--- config.mk ---
export PLATFORM = sky130hd
export DESIGN_NAME = rrpt_div
export DESIGN_NICKNAME = d
export VERILOG_FILES = /design/src/hdl/rrpt_pkg.sv /design/src/hdl/rrpt_div.sv
export SDC_FILE = /design/constraint.sdc
export NUM_CORES = 1
export LEC_CHECK = 0
export ABC_AREA = 0
export BUFFER_PORTS_ARGS = -buffer_cell sky130_fd_sc_hd__buf_2
export CORE_UTILIZATION = 45
export CTS_BUF_LIST = sky130_fd_sc_hd__clkbuf_4 sky130_fd_sc_hd__clkbuf_8
export CTS_CLUSTER_DIAMETER = 30
export CTS_CLUSTER_SIZE = 14
export DETAILED_ROUTE_END_ITERATION = 6
export PLACE_DENSITY = 0.77
export REMOVE_ABC_BUFFERS = 1
export SYNTH_ARGS = -nofsm -noshare
export SYNTH_HDL_FRONTEND = slang
export SYNTH_SLANG_ARGS = --single-unit
--- constraint.sdc ---
create_clock -name clk -period 2.9 [get_ports clk]
set_input_delay 0.435 -clock clk [delete_from_list [all_inputs] [get_ports clk]]
set_output_delay 0.435 -clock clk [all_outputs]
set_load 0.02 [all_outputs]
--- src/hdl/rrpt_pkg.sv ---
// Shared types, constants and the step microprogram of the Rossler RK4 peak tracker.
// Depends on nothing; every other file of the block imports it.
package rrpt_pkg;

    // Fixed-point format: signed Q8.24
    localparam int DW = 32;
    localparam int FB = 24;

    // Widths of the datapath
    localparam int PROD_W   = 2 * (DW + 1);
    localparam int SQ_SHIFT = 3;
    localparam int NUM_W    = 2 * DW - SQ_SHIFT;
    localparam int DEN_W    = DW + 2;

    // Configuration register widths
    localparam int GAIN_W     = 27;
    localparam int STEP_SZ_W  = 24;
    localparam int AXIS_W     = 2;
    localparam int CFG_IDX_W  = 3;
    localparam int CFG_DATA_W = 32;

    localparam logic [CFG_IDX_W-1:0] CFG_C_GAIN   = 3'd0;
    localparam logic [CFG_IDX_W-1:0] CFG_A_GAIN   = 3'd1;
    localparam logic [CFG_IDX_W-1:0] CFG_B_OFFSET = 3'd2;
    localparam logic [CFG_IDX_W-1:0] CFG_STEP     = 3'd3;
    localparam logic [CFG_IDX_W-1:0] CFG_AXIS     = 3'd4;

    localparam logic [GAIN_W-1:0]    C_RESET    = 27'd41943040;
    localparam logic [GAIN_W-1:0]    A_RESET    = 27'd3355443;
    localparam logic [GAIN_W-1:0]    B_RESET    = 27'd3355443;
    localparam logic [STEP_SZ_W-1:0] STEP_RESET = 24'd167772;

    localparam logic [AXIS_W-1:0] AXIS_X = 2'd0;
    localparam logic [AXIS_W-1:0] AXIS_Y = 2'd1;
    localparam logic [AXIS_W-1:0] AXIS_Z = 2'd2;

    // h/6 as a multiply by a rounded-up reciprocal and a shift
    localparam int H6_SHIFT = STEP_SZ_W + 2;
    localparam int K6_INT   = ((1 << H6_SHIFT) + 5) / 6;
    localparam logic [STEP_SZ_W-1:0] K6_CONST = STEP_SZ_W'(K6_INT);

    localparam logic [DW-1:0] MAX_POS = {1'b0, {(DW-1){1'b1}}};
    localparam logic [DW-1:0] MAX_NEG = {1'b1, {(DW-1){1'b0}}};
    localparam logic signed [PROD_W-1:0] WIDE_HI = {{(PROD_W-DW+1){1'b0}}, {(DW-1){1'b1}}};
    localparam logic signed [PROD_W-1:0] WIDE_LO = ~WIDE_HI;

    // Shared unit opcodes
    localparam int OPC_W = 3;
    localparam logic [OPC_W-1:0] OP_ADD  = 3'd0;
    localparam logic [OPC_W-1:0] OP_SUB  = 3'd1;
    localparam logic [OPC_W-1:0] OP_MUL  = 3'd2;
    localparam logic [OPC_W-1:0] OP_MULK = 3'd3;
    localparam logic [OPC_W-1:0] OP_SQ   = 3'd4;

    // Operand and destination codes
    localparam int SEL_W = 5;
    localparam logic [SEL_W-1:0] R_ZERO = 5'd0;
    localparam logic [SEL_W-1:0] R_PX   = 5'd1;
    localparam logic [SEL_W-1:0] R_PY   = 5'd2;
    localparam logic [SEL_W-1:0] R_PZ   = 5'd3;
    localparam logic [SEL_W-1:0] R_TX   = 5'd4;
    localparam logic [SEL_W-1:0] R_TY   = 5'd5;
    localparam logic [SEL_W-1:0] R_TZ   = 5'd6;
    localparam logic [SEL_W-1:0] R_KX   = 5'd7;
    localparam logic [SEL_W-1:0] R_KY   = 5'd8;
    localparam logic [SEL_W-1:0] R_KZ   = 5'd9;
    localparam logic [SEL_W-1:0] R_QX   = 5'd10;
    localparam logic [SEL_W-1:0] R_QY   = 5'd11;
    localparam logic [SEL_W-1:0] R_QZ   = 5'd12;
    localparam logic [SEL_W-1:0] R_SX   = 5'd13;
    localparam logic [SEL_W-1:0] R_SY   = 5'd14;
    localparam logic [SEL_W-1:0] R_SZ   = 5'd15;
    localparam logic [SEL_W-1:0] R_M    = 5'd16;
    localparam logic [SEL_W-1:0] R_A    = 5'd17;
    localparam logic [SEL_W-1:0] R_B    = 5'd18;
    localparam logic [SEL_W-1:0] R_C    = 5'd19;
    localparam logic [SEL_W-1:0] R_H    = 5'd20;
    localparam logic [SEL_W-1:0] R_H2   = 5'd21;
    localparam logic [SEL_W-1:0] R_H6   = 5'd22;
    localparam logic [SEL_W-1:0] R_K6   = 5'd23;

    localparam int STEP_W = 7;
    localparam logic [STEP_W-1:0] LAST_STEP = 7'd70;

    typedef struct packed {
        logic              op;
        logic signed [DW-1:0] init_x;
        logic signed [DW-1:0] init_y;
        logic signed [DW-1:0] init_z;
    } in_item_t;

    typedef struct packed {
        logic signed [DW-1:0] new_x;
        logic signed [DW-1:0] new_y;
        logic signed [DW-1:0] new_z;
        logic                 peak_found;
        logic signed [DW-1:0] peak_value;
        logic                 overflow;
    } out_item_t;

    typedef struct packed {
        logic [OPC_W-1:0] opc;
        logic [SEL_W-1:0] sa;
        logic [SEL_W-1:0] sb;
        logic [SEL_W-1:0] dst;
    } uop_t;

    typedef struct packed {
        logic [OPC_W-1:0]   opc;
        logic signed [DW:0] a;
        logic signed [DW:0] b;
    } alu_req_t;

    typedef struct packed {
        logic signed [DW-1:0] res;
        logic                 ovf;
        logic [PROD_W-1:0]    prod;
    } alu_rsp_t;

    typedef struct packed {
        logic             start;
        logic [NUM_W-1:0] num;
        logic [DEN_W-1:0] den;
    } div_req_t;

    typedef struct packed {
        logic             done;
        logic [NUM_W-1:0] quo;
    } div_rsp_t;

    // Saturate a wide signed value to DW bits; top bit flags saturation
    function automatic logic [DW:0] sat_wide(input logic signed [PROD_W-1:0] v);
        logic [DW:0] r;
        if (v > WIDE_HI) begin
            r = {1'b1, MAX_POS};
        end else if (v < WIDE_LO) begin
            r = {1'b1, MAX_NEG};
        end else begin
            r = {1'b0, v[DW-1:0]};
        end
        return r;
    endfunction

    // One RK4 step as a sequence of operations on the shared unit
    function automatic uop_t prog_rom(input logic [STEP_W-1:0] step);
        uop_t u;
        case (step)
            7'd0:  u = '{OP_MULK, R_H,    R_K6,   R_H6};
            // slope k1
            7'd1:  u = '{OP_SUB,  R_ZERO, R_TY,   R_M};
            7'd2:  u = '{OP_SUB,  R_M,    R_TZ,   R_KX};
            7'd3:  u = '{OP_MUL,  R_A,    R_TY,   R_M};
            7'd4:  u = '{OP_ADD,  R_TX,   R_M,    R_KY};
            7'd5:  u = '{OP_SUB,  R_TX,   R_C,    R_M};
            7'd6:  u = '{OP_MUL,  R_TZ,   R_M,    R_M};
            7'd7:  u = '{OP_ADD,  R_B,    R_M,    R_KZ};
            7'd8:  u = '{OP_ADD,  R_KX,   R_ZERO, R_QX};
            7'd9:  u = '{OP_ADD,  R_KY,   R_ZERO, R_QY};
            7'd10: u = '{OP_ADD,  R_KZ,   R_ZERO, R_QZ};
            7'd11: u = '{OP_MUL,  R_H2,   R_KX,   R_M};
            7'd12: u = '{OP_ADD,  R_PX,   R_M,    R_TX};
            7'd13: u = '{OP_MUL,  R_H2,   R_KY,   R_M};
            7'd14: u = '{OP_ADD,  R_PY,   R_M,    R_TY};
            7'd15: u = '{OP_MUL,  R_H2,   R_KZ,   R_M};
            7'd16: u = '{OP_ADD,  R_PZ,   R_M,    R_TZ};
            // slope k2
            7'd17: u = '{OP_SUB,  R_ZERO, R_TY,   R_M};
            7'd18: u = '{OP_SUB,  R_M,    R_TZ,   R_KX};
            7'd19: u = '{OP_MUL,  R_A,    R_TY,   R_M};
            7'd20: u = '{OP_ADD,  R_TX,   R_M,    R_KY};
            7'd21: u = '{OP_SUB,  R_TX,   R_C,    R_M};
            7'd22: u = '{OP_MUL,  R_TZ,   R_M,    R_M};
            7'd23: u = '{OP_ADD,  R_B,    R_M,    R_KZ};
            7'd24: u = '{OP_ADD,  R_KX,   R_ZERO, R_SX};
            7'd25: u = '{OP_ADD,  R_KY,   R_ZERO, R_SY};
            7'd26: u = '{OP_ADD,  R_KZ,   R_ZERO, R_SZ};
            7'd27: u = '{OP_MUL,  R_H2,   R_KX,   R_M};
            7'd28: u = '{OP_ADD,  R_PX,   R_M,    R_TX};
            7'd29: u = '{OP_MUL,  R_H2,   R_KY,   R_M};
            7'd30: u = '{OP_ADD,  R_PY,   R_M,    R_TY};
            7'd31: u = '{OP_MUL,  R_H2,   R_KZ,   R_M};
            7'd32: u = '{OP_ADD,  R_PZ,   R_M,    R_TZ};
            // slope k3
            7'd33: u = '{OP_SUB,  R_ZERO, R_TY,   R_M};
            7'd34: u = '{OP_SUB,  R_M,    R_TZ,   R_KX};
            7'd35: u = '{OP_MUL,  R_A,    R_TY,   R_M};
            7'd36: u = '{OP_ADD,  R_TX,   R_M,    R_KY};
            7'd37: u = '{OP_SUB,  R_TX,   R_C,    R_M};
            7'd38: u = '{OP_MUL,  R_TZ,   R_M,    R_M};
            7'd39: u = '{OP_ADD,  R_B,    R_M,    R_KZ};
            7'd40: u = '{OP_ADD,  R_SX,   R_KX,   R_SX};
            7'd41: u = '{OP_ADD,  R_SY,   R_KY,   R_SY};
            7'd42: u = '{OP_ADD,  R_SZ,   R_KZ,   R_SZ};
            7'd43: u = '{OP_ADD,  R_SX,   R_SX,   R_SX};
            7'd44: u = '{OP_ADD,  R_SY,   R_SY,   R_SY};
            7'd45: u = '{OP_ADD,  R_SZ,   R_SZ,   R_SZ};
            7'd46: u = '{OP_ADD,  R_QX,   R_SX,   R_SX};
            7'd47: u = '{OP_ADD,  R_QY,   R_SY,   R_SY};
            7'd48: u = '{OP_ADD,  R_QZ,   R_SZ,   R_SZ};
            7'd49: u = '{OP_MUL,  R_H,    R_KX,   R_M};
            7'd50: u = '{OP_ADD,  R_PX,   R_M,    R_TX};
            7'd51: u = '{OP_MUL,  R_H,    R_KY,   R_M};
            7'd52: u = '{OP_ADD,  R_PY,   R_M,    R_TY};
            7'd53: u = '{OP_MUL,  R_H,    R_KZ,   R_M};
            7'd54: u = '{OP_ADD,  R_PZ,   R_M,    R_TZ};
            // slope k4 and the update
            7'd55: u = '{OP_SUB,  R_ZERO, R_TY,   R_M};
            7'd56: u = '{OP_SUB,  R_M,    R_TZ,   R_KX};
            7'd57: u = '{OP_MUL,  R_A,    R_TY,   R_M};
            7'd58: u = '{OP_ADD,  R_TX,   R_M,    R_KY};
            7'd59: u = '{OP_SUB,  R_TX,   R_C,    R_M};
            7'd60: u = '{OP_MUL,  R_TZ,   R_M,    R_M};
            7'd61: u = '{OP_ADD,  R_B,    R_M,    R_KZ};
            7'd62: u = '{OP_ADD,  R_SX,   R_KX,   R_SX};
            7'd63: u = '{OP_ADD,  R_SY,   R_KY,   R_SY};
            7'd64: u = '{OP_ADD,  R_SZ,   R_KZ,   R_SZ};
            7'd65: u = '{OP_MUL,  R_H6,   R_SX,   R_M};
            7'd66: u = '{OP_ADD,  R_PX,   R_M,    R_PX};
            7'd67: u = '{OP_MUL,  R_H6,   R_SY,   R_M};
            7'd68: u = '{OP_ADD,  R_PY,   R_M,    R_PY};
            7'd69: u = '{OP_MUL,  R_H6,   R_SZ,   R_M};
            7'd70: u = '{OP_ADD,  R_PZ,   R_M,    R_PZ};
            default: u = '{OP_ADD, R_ZERO, R_ZERO, R_M};
        endcase
        return u;
    endfunction

endpackage

--- src/hdl/rrpt_div.sv ---
// Restoring divider, one quotient bit per cycle, for the peak correction.
// Depends on rrpt_pkg.
module rrpt_div (
    input  logic              clk,
    input  logic              rst_n,
    input  rrpt_pkg::div_req_t req,
    output rrpt_pkg::div_rsp_t rsp
);
    import rrpt_pkg::*;

    localparam int CNT_W = $clog2(NUM_W);
    localparam logic [CNT_W-1:0] CNT_LAST = CNT_W'(NUM_W - 1);

    logic             busy_reg;
    logic             done_reg;
    logic [CNT_W-1:0] cnt_reg;
    logic [DEN_W-1:0] rem_reg;
    logic [DEN_W-1:0] den_reg;
    logic [NUM_W-1:0] num_reg;
    logic [DEN_W:0]   trial;
    logic [DEN_W:0]   diff;
    logic             ge;

    assign trial = {rem_reg, num_reg[NUM_W-1]};
    assign diff  = trial - {1'b0, den_reg};
    assign ge    = trial >= {1'b0, den_reg};

    always_ff @(posedge clk or negedge rst_n)
    begin
        if (!rst_n)
        begin
            busy_reg <= 1'b0;
            done_reg <= 1'b0;
            cnt_reg  <= '0;
        end
        else
        begin
            done_reg <= 1'b0;
            if (req.start)
            begin
                busy_reg <= 1'b1;
                cnt_reg  <= '0;
            end
            else if (busy_reg)
            begin
                cnt_reg <= cnt_reg + 1'b1;
                if (cnt_reg == CNT_LAST)
                begin
                    busy_reg <= 1'b0;
                    done_reg <= 1'b1;
                end
            end
        end
    end

    always_ff @(posedge clk)
    begin
        if (req.start)
        begin
            rem_reg <= '0;
            den_reg <= req.den;
            num_reg <= req.num;
        end
        else if (busy_reg)
        begin
            rem_reg <= ge ? diff[DEN_W-1:0] : trial[DEN_W-1:0];
            num_reg <= {num_reg[NUM_W-2:0], ge};
        end
    end

    assign rsp.done = done_reg;
    assign rsp.quo  = num_reg;

endmodule

==> reports/results.ini, run 1 <==
[run_status]
status=finished with violations
failed_checks=setup timing

[route]
vias_per_cell=5.41
antenna_left=0
wl_per_cell_microns=16.6
dr_total_vias=6030
wirelength_mm=18.5
firstDrtPassIters=5
drcViolationCount=0
dr.first_iter.drc_count=335

[cells_and_area]
seq_area_sq_um=3730
nets=1017
syn2layout_area_growth_pct=27.9
n_antenna_cell=0
largest_register_ffs=61
multi_input_area_sq_um=3840
drive_above_1_share=0.418
fill_cells=1366

[clocking]
insertion_delay_ns=0.45
cts-root-buf=clkbuf_8
cts_tree=built
cts.path.max_buffers=2
ctsHtreeMaxLevel=4
cts.sinks=137
numCtsBuffers=17
clk_pin_slew_ns=0.09

[floorplan]
fp.dieArea_sq_um=17400
die_x_microns=132
num_rows=47
io_pins=160
coreArea_sq_um=16500
dieHeight_microns=132
initial_core_util=0.461

[synth]
ys_warn_count=0
synthArstFlopShare=0.0584
synth-edff-count=95
synthDistinctLibCells=75
synth_most_common_cell=edfxtp_1
ys_seq_area_frac=0.490
syn_inst=673
ys_seq_elements=137
syn_area_sq_um=7610
synth.top_cell.area_share=0.375
synthFlopType=edfxtp_1
synth.largest_area_cell=edfxtp_1
synth_common_cells=95 x edfxtp_1, 60 x mux2_2, 54 x nor2_1, 46 x inv_1, 43 x a21oi_1
syn_avg_cell_area_sq_um=11.3
yosys-top-cells-area=edfxtp_1 37%, dfxtp_1 8.9%, mux2_2 8.9%, ha_1 5.9%, mux2i_1 3.0%

[placed_design]
io_buffers=159
place.gp.congestion=0.924
hpwl_mm=12.8

[sta]
period_minus_slack_ns=3.07
worst_slack_ns=-0.169
relSlewSlack=0.519
setup_viol=6
hold_viol_final=0
finalClockSkew_ns=0.0108
final_max_slew_viol_count=0
fmax_mhz=326
fin_crit_sh=1.06
holdWs_ns=0.162
rsz0062_at_grt=yes
worstMarginPinSlew_ns=0.722

[power]
p_seq_frac=0.429
peakVddDrop_uv=306
p_switching_mw=1.77
powerDensity_nw_per_um2=575
p_int_mw=3.84
switching_share=0.315
clkPwrFrac=0.285
p_total_mw=5.60
combPwrFrac=0.286
leakagePower_nw=4.32

[flow_run]
cap_violations=0

[worst_setup_path]
path_buf_inv=2
slowest_delay_ns=0.45
critPathLaunchType=register
cp_top_family=compound AO/OA/AOI/OAI gates
crit_type=reg2reg
path_max_fanout=3
path_cells=inv_1 -> ha_2 -> inv_2 -> fa_2 -> a21oi_2 -> o211ai_1 -> a2111oi_4 -> o31ai_2 -> o31a_4 -> a21oi_1 -> xnor2_1 -> mux2i_1 -> a211oi_2
endpoint_kind=register
crit_slowest_cell=a2111oi_4
required_ns=3.20
crit_arrival_ns=3.37

[grt]
antenna_found_initial=1
grt_max_degree=68
grt_pass1_vias=6028
grt_overflow=0
grt_pass1_wl_mm=28.9
grt.total_usage=0.210

[hold_path]
hold_path_class=in2reg

## power by group through the flow
stage               clock network (mW)  logic [mW]  registers (mW)
floorplan                            0       0.789            2.54
global placement                     0        1.38            2.44
detailed placement                   0        1.41            2.44
CTS                               1.64        1.44            2.40
global route                      1.71        1.72            2.43
finish                            1.60        1.60            2.41
## cell type report
cell class,instances,share of cell area
Sequential cell,137,0.383
Clock buffer,17,0.0240
Timing Repair Buffer,219,0.136
Multi-Input combinational cell,460,0.394
Tap cell,220,0.0283
Inverter,47,0.0181
Clock inverter,14,0.0167
## worst paths after layout
check                      slack [ns]   startpoint  depth (start not counted)          end
max reg2reg                     -0.17  num_reg[60]                         13  rem_reg[20]
min                              0.16      req[30]                          1  den_reg[30]
min reg2reg                      0.51   rem_reg[9]                          2  rem_reg[10]
max in group asynchronous        2.33        rst_n                          2     busy_reg
min in group asynchronous        0.39        rst_n                          2     done_reg
max                             -0.17  num_reg[60]                         13  rem_reg[20]
## stage by stage
stage | util | setup WS, ns | instances | instance area, sq um | TNS, ns
CTS | 0.569 | -0.130 | 1104 | 9400 | -0.367
finish | 0.590 | -0.169 | 1114 | 9740 | -0.533
global route | 0.590 | -0.334 | 1114 | 9740 | -2.09
detailed placement | 0.540 | -0.298 | 1069 | 8920 | -0.815
global placement | 0.540 | -0.207 | 1069 | 8920 | -0.466
floorplan | - | -0.870 | 644 | 7450 | -55.90
## routing by layer
metal  GRT usage  wire length (microns)  vias to the layer above
met5           0                     17                        -
met4      0.0891                    427                        2
li1            -                      -                     2923
met3      0.0619                   1300                       40
met1       0.253                   7680                     2845
met2       0.350                   9070                      220
## cells in the final DEF, fill, tap and decap left out, types with 5 or more instances in the layout
master    instances
buf_2           158
edfxtp_1         95
mux2_2           60
nor2_1           54
buf_4            53
inv_1            45
a21oi_1          38
dfxtp_1          34
nand2_1          28
ha_1             26
mux2i_1          23
a211oi_1         22
xnor2_1          20
clkbuf_8         17
a21o_1           15
o21ai_0          14
xor2_1           11
nor3_1            8
nand4_1           8
or3_1             7
a21oi_2           7
o21a_1            7
ha_4              7
dfrtp_1           7
nand3_1           6
inv_6             6
o21ai_1           5
buf_12            5
## worst reg2reg max path: stages (launching register included)
cell and delay, ns:
edfxtp_1 0.39, inv_1 0.07, ha_2 0.17, inv_2 0.04, fa_2 0.37, a21oi_2 0.18, o211ai_1 0.18, a2111oi_4 0.45
o31ai_2 0.12, o31a_4 0.30, a21oi_1 0.18, xnor2_1 0.12, mux2i_1 0.24, a211oi_2 0.11
## timing repair
action	in CTS	in global routing
endpoints found under the setup margin	7	29
hold endpoints to repair	8	0
hold buffers	1	0
cloned	0	0
buffers inserted	3	10
gates resized for setup	12	47
pin swaps	14	27
## cell families after synthesis
group	Yosys count	synth area share
AOI/OAI and AO/OA	160	0.148
xor gates and xnor gates	32	0.0368
adders and majority gates	37	0.0618
buffers and inverters	76	0.0452
DFF	137	0.490
muxes	83	0.119
and+or+nand+nor	148	0.0986
Note: power is estimated with default switching activity, not from simulation.
==> inputs of run 2 (changes only) <==
BUFFER_PORTS_ARGS = not set   (was -buffer_cell sky130_fd_sc_hd__buf_2)
DONT_BUFFER_PORTS = 1   (was not set)
PLACE_DENSITY = 0.69   (was 0.77)
==> run 2 against run 1 <==
Clock power grew 5%. Design area decreased by 9.6%. Non-clock buffer count is 166 lower. Maximum frequency rose by 0.56%. Global-route usage fell by 0.83 points. Clock skew rose by 0.0089 ns. Die area stayed put. Utilization down 5.6 points. Largest cell class unchanged. The run still ends with setup timing left. Sequential power increased by 5%.
==> reports/results.ini, run 2 (synthesis gave the netlist of run 1 again) <==
[route]
dr_total_vias=5307  ; -12%
antenna_left=0  ; unchanged
vias_per_cell=5.59  ; +3.3%
wl_per_cell_microns=18.3  ; +10%
wirelength_mm=17.4  ; -6.2%
dr.first_iter.drc_count=306  ; -8.7%
firstDrtPassIters=4  ; -1
drcViolationCount=0  ; unchanged

[cells_and_area]
layout_commonest_cell=edfxtp_1
fin_cells=949  ; -15%
final_cell_mix=95 x edfxtp_1, 60 x mux2_2, 54 x nor2_1
largest_register_ffs=61  ; unchanged
drive_above_1_share=0.276  ; -0.143
fill_cells=1415  ; +3.6%
nets=851  ; -16%
n_antenna_cell=0  ; unchanged
syn2layout_area_growth_pct=15.7

[worst_setup_path]
critPathLaunchType=register
crit_arrival_ns=3.41  ; +0.04 ns
slowest_delay_ns=0.46  ; about the same
crit_slowest_cell=a2111oi_4
path_cells=inv_1 -> ha_2 -> inv_2 -> fa_2 -> a21oi_2 -> o211ai_1 -> a2111oi_4 -> o31ai_2 -> o31a_4 -> a21boi_4 -> or3_4 -> a2111oi_2 -> a311o_1
reg2reg_depth=13  ; unchanged
crit_type=reg2reg
endpoint_kind=register
required_ns=3.26  ; +0.06 ns
path_max_fanout=3  ; unchanged

[power]
p_int_mw=3.74  ; -2.7%
p_switching_mw=1.73  ; -2.2%
leakagePower_nw=3.67  ; -15%
clkPwrFrac=0.308  ; +0.023
peakVddDrop_uv=409  ; +34%
p_seq_frac=0.465  ; +0.036
combPwrFrac=0.227  ; -0.059
switching_share=0.316  ; +0.00117
powerDensity_nw_per_um2=620  ; +7.8%

[clocking]
ctsHtreeMaxLevel=4  ; unchanged
cts_tree=built
numCtsBuffers=17  ; unchanged
cts.path.max_buffers=2  ; unchanged
clk_pin_slew_ns=0.10  ; about the same
cts-root-buf=clkbuf_8
insertion_delay_ns=0.46  ; about the same
cts.sinks=137  ; unchanged

[sta]
fin_crit_sh=1.05  ; -0.00594
rsz0062_at_grt=yes
worst_slack_ns=-0.152  ; +0.0172 ns
finalClockSkew_ns=0.0197  ; +0.00887 ns
relSlewSlack=0.528  ; +0.00934
fmax_mhz=328  ; +0.56%
setup_viol=5  ; -1
hold_viol_final=0  ; unchanged
worstMarginPinSlew_ns=0.708  ; -0.0140 ns
final_max_slew_viol_count=0  ; unchanged
period_minus_slack_ns=3.05  ; -0.0172 ns
holdWs_ns=0.0492  ; -0.113 ns

[grt]
antenna_found_initial=1  ; unchanged
grt.total_usage=0.202  ; -0.00829
grt_pass1_vias=5512  ; -8.6%
grt_pass1_wl_mm=27.6  ; -4.6%
grt_overflow=0  ; unchanged
grt_max_degree=138  ; +100%

[floorplan]
coreArea_sq_um=16500  ; unchanged
num_rows=47  ; unchanged
dieHeight_microns=132  ; unchanged
fp.dieArea_sq_um=17400  ; unchanged
initial_core_util=0.461  ; unchanged
die_x_microns=132  ; unchanged
io_pins=160  ; unchanged

[placed_design]
hpwl_mm=12.1  ; -5.6%
place.gp.congestion=0.878  ; -5.0%
dp_cells=908  ; -15%
io_buffers=0  ; -100%

[flow_run]
cap_violations=0  ; unchanged

[run_status]
failed_checks=setup timing
status=finished with violations

[hold_path]
hold_depth=1  ; unchanged
hold_path_class=in2reg

[run 2: cell types whose count changed in the layout (fill, tap and decap cells not counted), moves of 3 or more]
| cell | delta |
|---|---|
| buf_2 | -158 |
| buf_4 | -5 |
| clkinv_4 | -3 |
| ha_1 | +5 |
| ha_4 | -7 |
| inv_8 | +4 |
[run 2: worst max-delay path, delay by kind of cell (launching register included)]
family	cells	cell delay [ns]
buf+inv	2	0.11
simple gates	1	0.14
flops	1	0.39
compound gates	8	1.81
fa+ha+maj	2	0.52
[run 2: worst paths after layout]
check,slack [ns],from,to
worst max-delay path,-0.15,num_reg[60],rem_reg[24]
worst min-delay path,0.05,req[95],cnt_reg[1]
worst max register to register,-0.15,num_reg[60],rem_reg[24]
worst min register to register,0.51,rem_reg[9],rem_reg[10]
max in group asynchronous,2.32,rst_n,busy_reg
min in group asynchronous,0.30,rst_n,busy_reg
[run 2: power by group through the flow]
stage          sequential (mW)  clock [mW]  combinational, mW
6_report                  2.54        1.68               1.24
5_1_grt                   2.56        1.80               1.36
4_1_cts                   2.54        1.72               1.16
3_5_place_dp              2.58           0               1.12
3_3_place_gp              2.58           0               1.09
2_1_floorplan             2.54           0              0.789
[run 2: per-stage QoR]
| stage | total power [mW] | setup WS, ns | utilization | area, sq um | TNS [ns] |
|---|---|---|---|---|---|
| final | 5.46 | -0.152 | 0.533 | 8810 | -0.345 |
| after detailed placement | 3.70 | -0.332 | 0.490 | 8090 | -1.11 |
| after CTS | 5.42 | -0.121 | 0.521 | 8610 | -0.288 |
| after global placement | 3.67 | -0.234 | 0.490 | 8090 | -0.632 |
| after global routing | 5.72 | -0.315 | 0.533 | 8810 | -1.92 |
| after floorplan | 3.32 | -0.870 | - | 7450 | -55.90 |
[run 2: repair_timing]
item	4_1_cts	5_1_grt
pin swaps	10	28
setup buffers	3	6
endpoints found under the setup margin	8	26
resized for setup	16	31
hold buffers	1	0
endpoints found under the hold margin	8	0
[run 2: final cells by class]
class,count,area [sq um],area share
repair buffers,53,445,0.0506
clock inverters,14,174,0.0197
flip-flops and latches,137,3730,0.424
inverters,47,176,0.0200
well taps,220,275,0.0312
clock buffers,18,241,0.0274
multi-input cells,460,3760,0.427
[run 2: metal layers]
layer / wire (microns) / GRT usage / vias up
met3: 1140 / 0.0665 / 19
met2: 8390 / 0.340 / 181
li1: - / - / 2596
met4: 316 / 0.0769 / 0
met5: 0 / 0 / -
met1: 7520 / 0.238 / 2511
==> inputs of run 3 (changes only) <==
CORE_ASPECT_RATIO = 0.6   (was not set)
==> run 3 against run 2 <==
Critical path depth is 1 higher. Setup slack got worse by 0.095 ns. Die area hardly changed. The run still ends with setup timing left. First-iteration DRC count increased by 21%. Design area is 3.2% higher. Via count increased by 2.7%. Critical path type unchanged. Global-route usage is 0.35 points lower.
==> reports/results.ini, run 3 (synthesis gave the netlist of run 1 again) <==
[clocking]
cts-root-buf=clkbuf_8
numCtsBuffers=17  ; unchanged
cts.path.max_buffers=2  ; unchanged
insertion_delay_ns=0.45  ; about the same
clk_pin_slew_ns=0.10  ; about the same
cts.sinks=137  ; unchanged
cts_tree=built
ctsHtreeMaxLevel=4  ; unchanged

[worst_setup_path]
crit_arrival_ns=3.52  ; +0.11 ns
path_cells=inv_1 -> ha_2 -> inv_2 -> fa_2 -> a21oi_2 -> o211ai_1 -> a2111oi_4 -> o31ai_2 -> o31a_4 -> buf_4 -> a21oi_2 -> xnor2_1 -> mux2i_1 -> a211oi_1
crit_type=reg2reg
crit_slowest_cell=a2111oi_4
path_max_fanout=3  ; unchanged
crit_path_frequent_cell=a21oi_2
critPathLaunchType=register
endpoint_kind=register
slowest_delay_ns=0.52  ; +0.06 ns
required_ns=3.27  ; about the same
reg2reg_depth=14  ; +1

[cells_and_area]
layout_commonest_cell=edfxtp_1
nets=856  ; +0.59%
n_antenna_cell=0  ; unchanged
syn2layout_area_growth_pct=19.4
fill_cells=1353  ; -4.4%
design_area_sq_um=9090  ; +3.2%
largest_register_ffs=61  ; unchanged
drive_above_1_share=0.319  ; +0.0435
final_cell_mix=95 x edfxtp_1, 60 x mux2_2, 53 x nor2_1

[floorplan]
dieHeight_microns=103  ; -22%
num_rows=36  ; -23%
io_pins=160  ; unchanged
initial_core_util=0.464  ; +0.00362
coreArea_sq_um=16400  ; -0.78%
fp.dieArea_sq_um=17500  ; about the same
die_x_microns=170  ; +29%

[sta]
worst_slack_ns=-0.247  ; -0.0953 ns
tns_ns=-1.09  ; -0.740 ns
period_minus_slack_ns=3.15  ; +0.0953 ns
fin_crit_sh=1.09  ; +0.0329
rsz0062_at_grt=yes
finalClockSkew_ns=0.0175  ; -0.00213 ns
hold_viol_final=0  ; unchanged
setup_viol=7  ; +2
final_max_slew_viol_count=0  ; unchanged
relSlewSlack=0.485  ; -0.0430
fmax_mhz=318  ; -3.0%
holdWs_ns=0.0671  ; +0.0179 ns
worstMarginPinSlew_ns=0.772  ; +0.0646 ns

[run_status]
failed_checks=setup timing
status=finished with violations

[power]
switching_share=0.319  ; +0.00261
combPwrFrac=0.253  ; +0.026
leakagePower_nw=3.70  ; +0.72%
clkPwrFrac=0.292  ; -0.016
p_switching_mw=1.78  ; +3.0%
powerDensity_nw_per_um2=614  ; -1.0%
p_seq_frac=0.455  ; -0.010
peakVddDrop_uv=400  ; -2.2%
p_int_mw=3.80  ; +1.8%

[placed_design]
place.gp.congestion=0.894  ; +1.8%
pre_cts_ws_ns=-0.395  ; -0.0636 ns
hpwl_mm=12.0  ; -0.30%
io_buffers=0  ; unchanged
dpl_cell_area_sq_um=8060  ; -0.43%

[grt]
grt_max_degree=138  ; unchanged
antenna_found_initial=0  ; -1
top_usage_layer=met1
use_met3=0.0591  ; -0.00740
grt_overflow=0  ; unchanged
grt_pass1_vias=5044  ; -8.5%
grt.total_usage=0.198  ; -0.00346
use_met2=0.279  ; -0.0614
grt_pass1_wl_mm=26.5  ; -4.0%
gr-usage-met1=0.291  ; +0.0522

[route]
drcViolationCount=0  ; unchanged
firstDrtPassIters=5  ; +1
dr.first_iter.drc_count=370  ; +21%
wl_per_cell_microns=19.1  ; +4.6%
dr_total_vias=5450  ; +2.7%
wirelength_mm=18.4  ; +5.9%
antenna_left=0  ; unchanged
vias_per_cell=5.67  ; +1.4%

[flow_run]
cap_violations=0  ; unchanged

[hold_path]
hold_depth=0  ; -1
hold_path_class=in2reg

run 3: worst paths after layout:
kind	from	end	slack, ns
worst max-delay path	num_reg[60]	rem_reg[20]	-0.25
worst min-delay path	req[14]	den_reg[14]	0.07
worst max register to register	num_reg[60]	rem_reg[20]	-0.25
worst min register to register	rem_reg[8]	rem_reg[8]	0.51
max in group asynchronous	rst_n	busy_reg	2.27
min in group asynchronous	rst_n	cnt_reg[4]	0.32
run 3: timing repair:
item / CTS / global route
setup endpoints to repair: 9 / 35
endpoints found under the hold margin: 8 / 0
pin swaps: 20 / 49
setup buffers: 6 / 13
gates cloned: 0 / 2
hold buffers: 1 / 0
resized for setup: 19 / 69
run 3: critical path, delay by kind of cell (launching register included):
| kind | cells | cell delay (ns) |
|---|---|---|
| buffers and inverters | 3 | 0.25 |
| XOR/XNOR | 1 | 0.14 |
| AO/OA/AOI/OAI | 7 | 1.70 |
| multiplexers | 1 | 0.09 |
| flip-flops | 1 | 0.39 |
| adder cells (fa/ha/maj) | 2 | 0.52 |
run 3: area by class of cell:
| cell class | instances | area [sq um] | share of cell area |
|---|---|---|---|
| clock inverter | 14 | 161 | 0.0177 |
| clock buffer | 17 | 234 | 0.0257 |
| sequential | 137 | 3740 | 0.411 |
| timing repair buffer | 58 | 561 | 0.0616 |
| multi-input combinational | 460 | 3940 | 0.433 |
| inverter | 47 | 176 | 0.0194 |
| tap | 228 | 285 | 0.0314 |
run 3: metrics by stage:
| step | total power, mW | utilization | cells |
|---|---|---|---|
| after floorplan | 3.32 | - | 644 |
| after global placement | 3.64 | 0.492 | 910 |
| after detailed placement | 3.67 | 0.492 | 910 |
| after CTS | 5.35 | 0.523 | 948 |
| after global routing | 5.82 | 0.555 | 961 |
| final | 5.58 | 0.555 | 961 |
run 3: power groups by stage:
| stage | Combinational (mW) | Sequential [mW] | Clock [mW] |
|---|---|---|---|
| global route | 1.52 | 2.56 | 1.74 |
| floorplan | 0.789 | 2.54 | 0 |
| global placement | 1.07 | 2.57 | 0 |
| finish | 1.41 | 2.54 | 1.63 |
| CTS | 1.14 | 2.53 | 1.67 |
| detailed placement | 1.10 | 2.57 | 0 |
run 3: metal layers:
layer  vias to the layer above  share of wire
met4                         0         0.0093
met1                      2644           0.48
li1                       2595              -
met2                       197           0.45
met3                        14          0.065
met5                         -              0
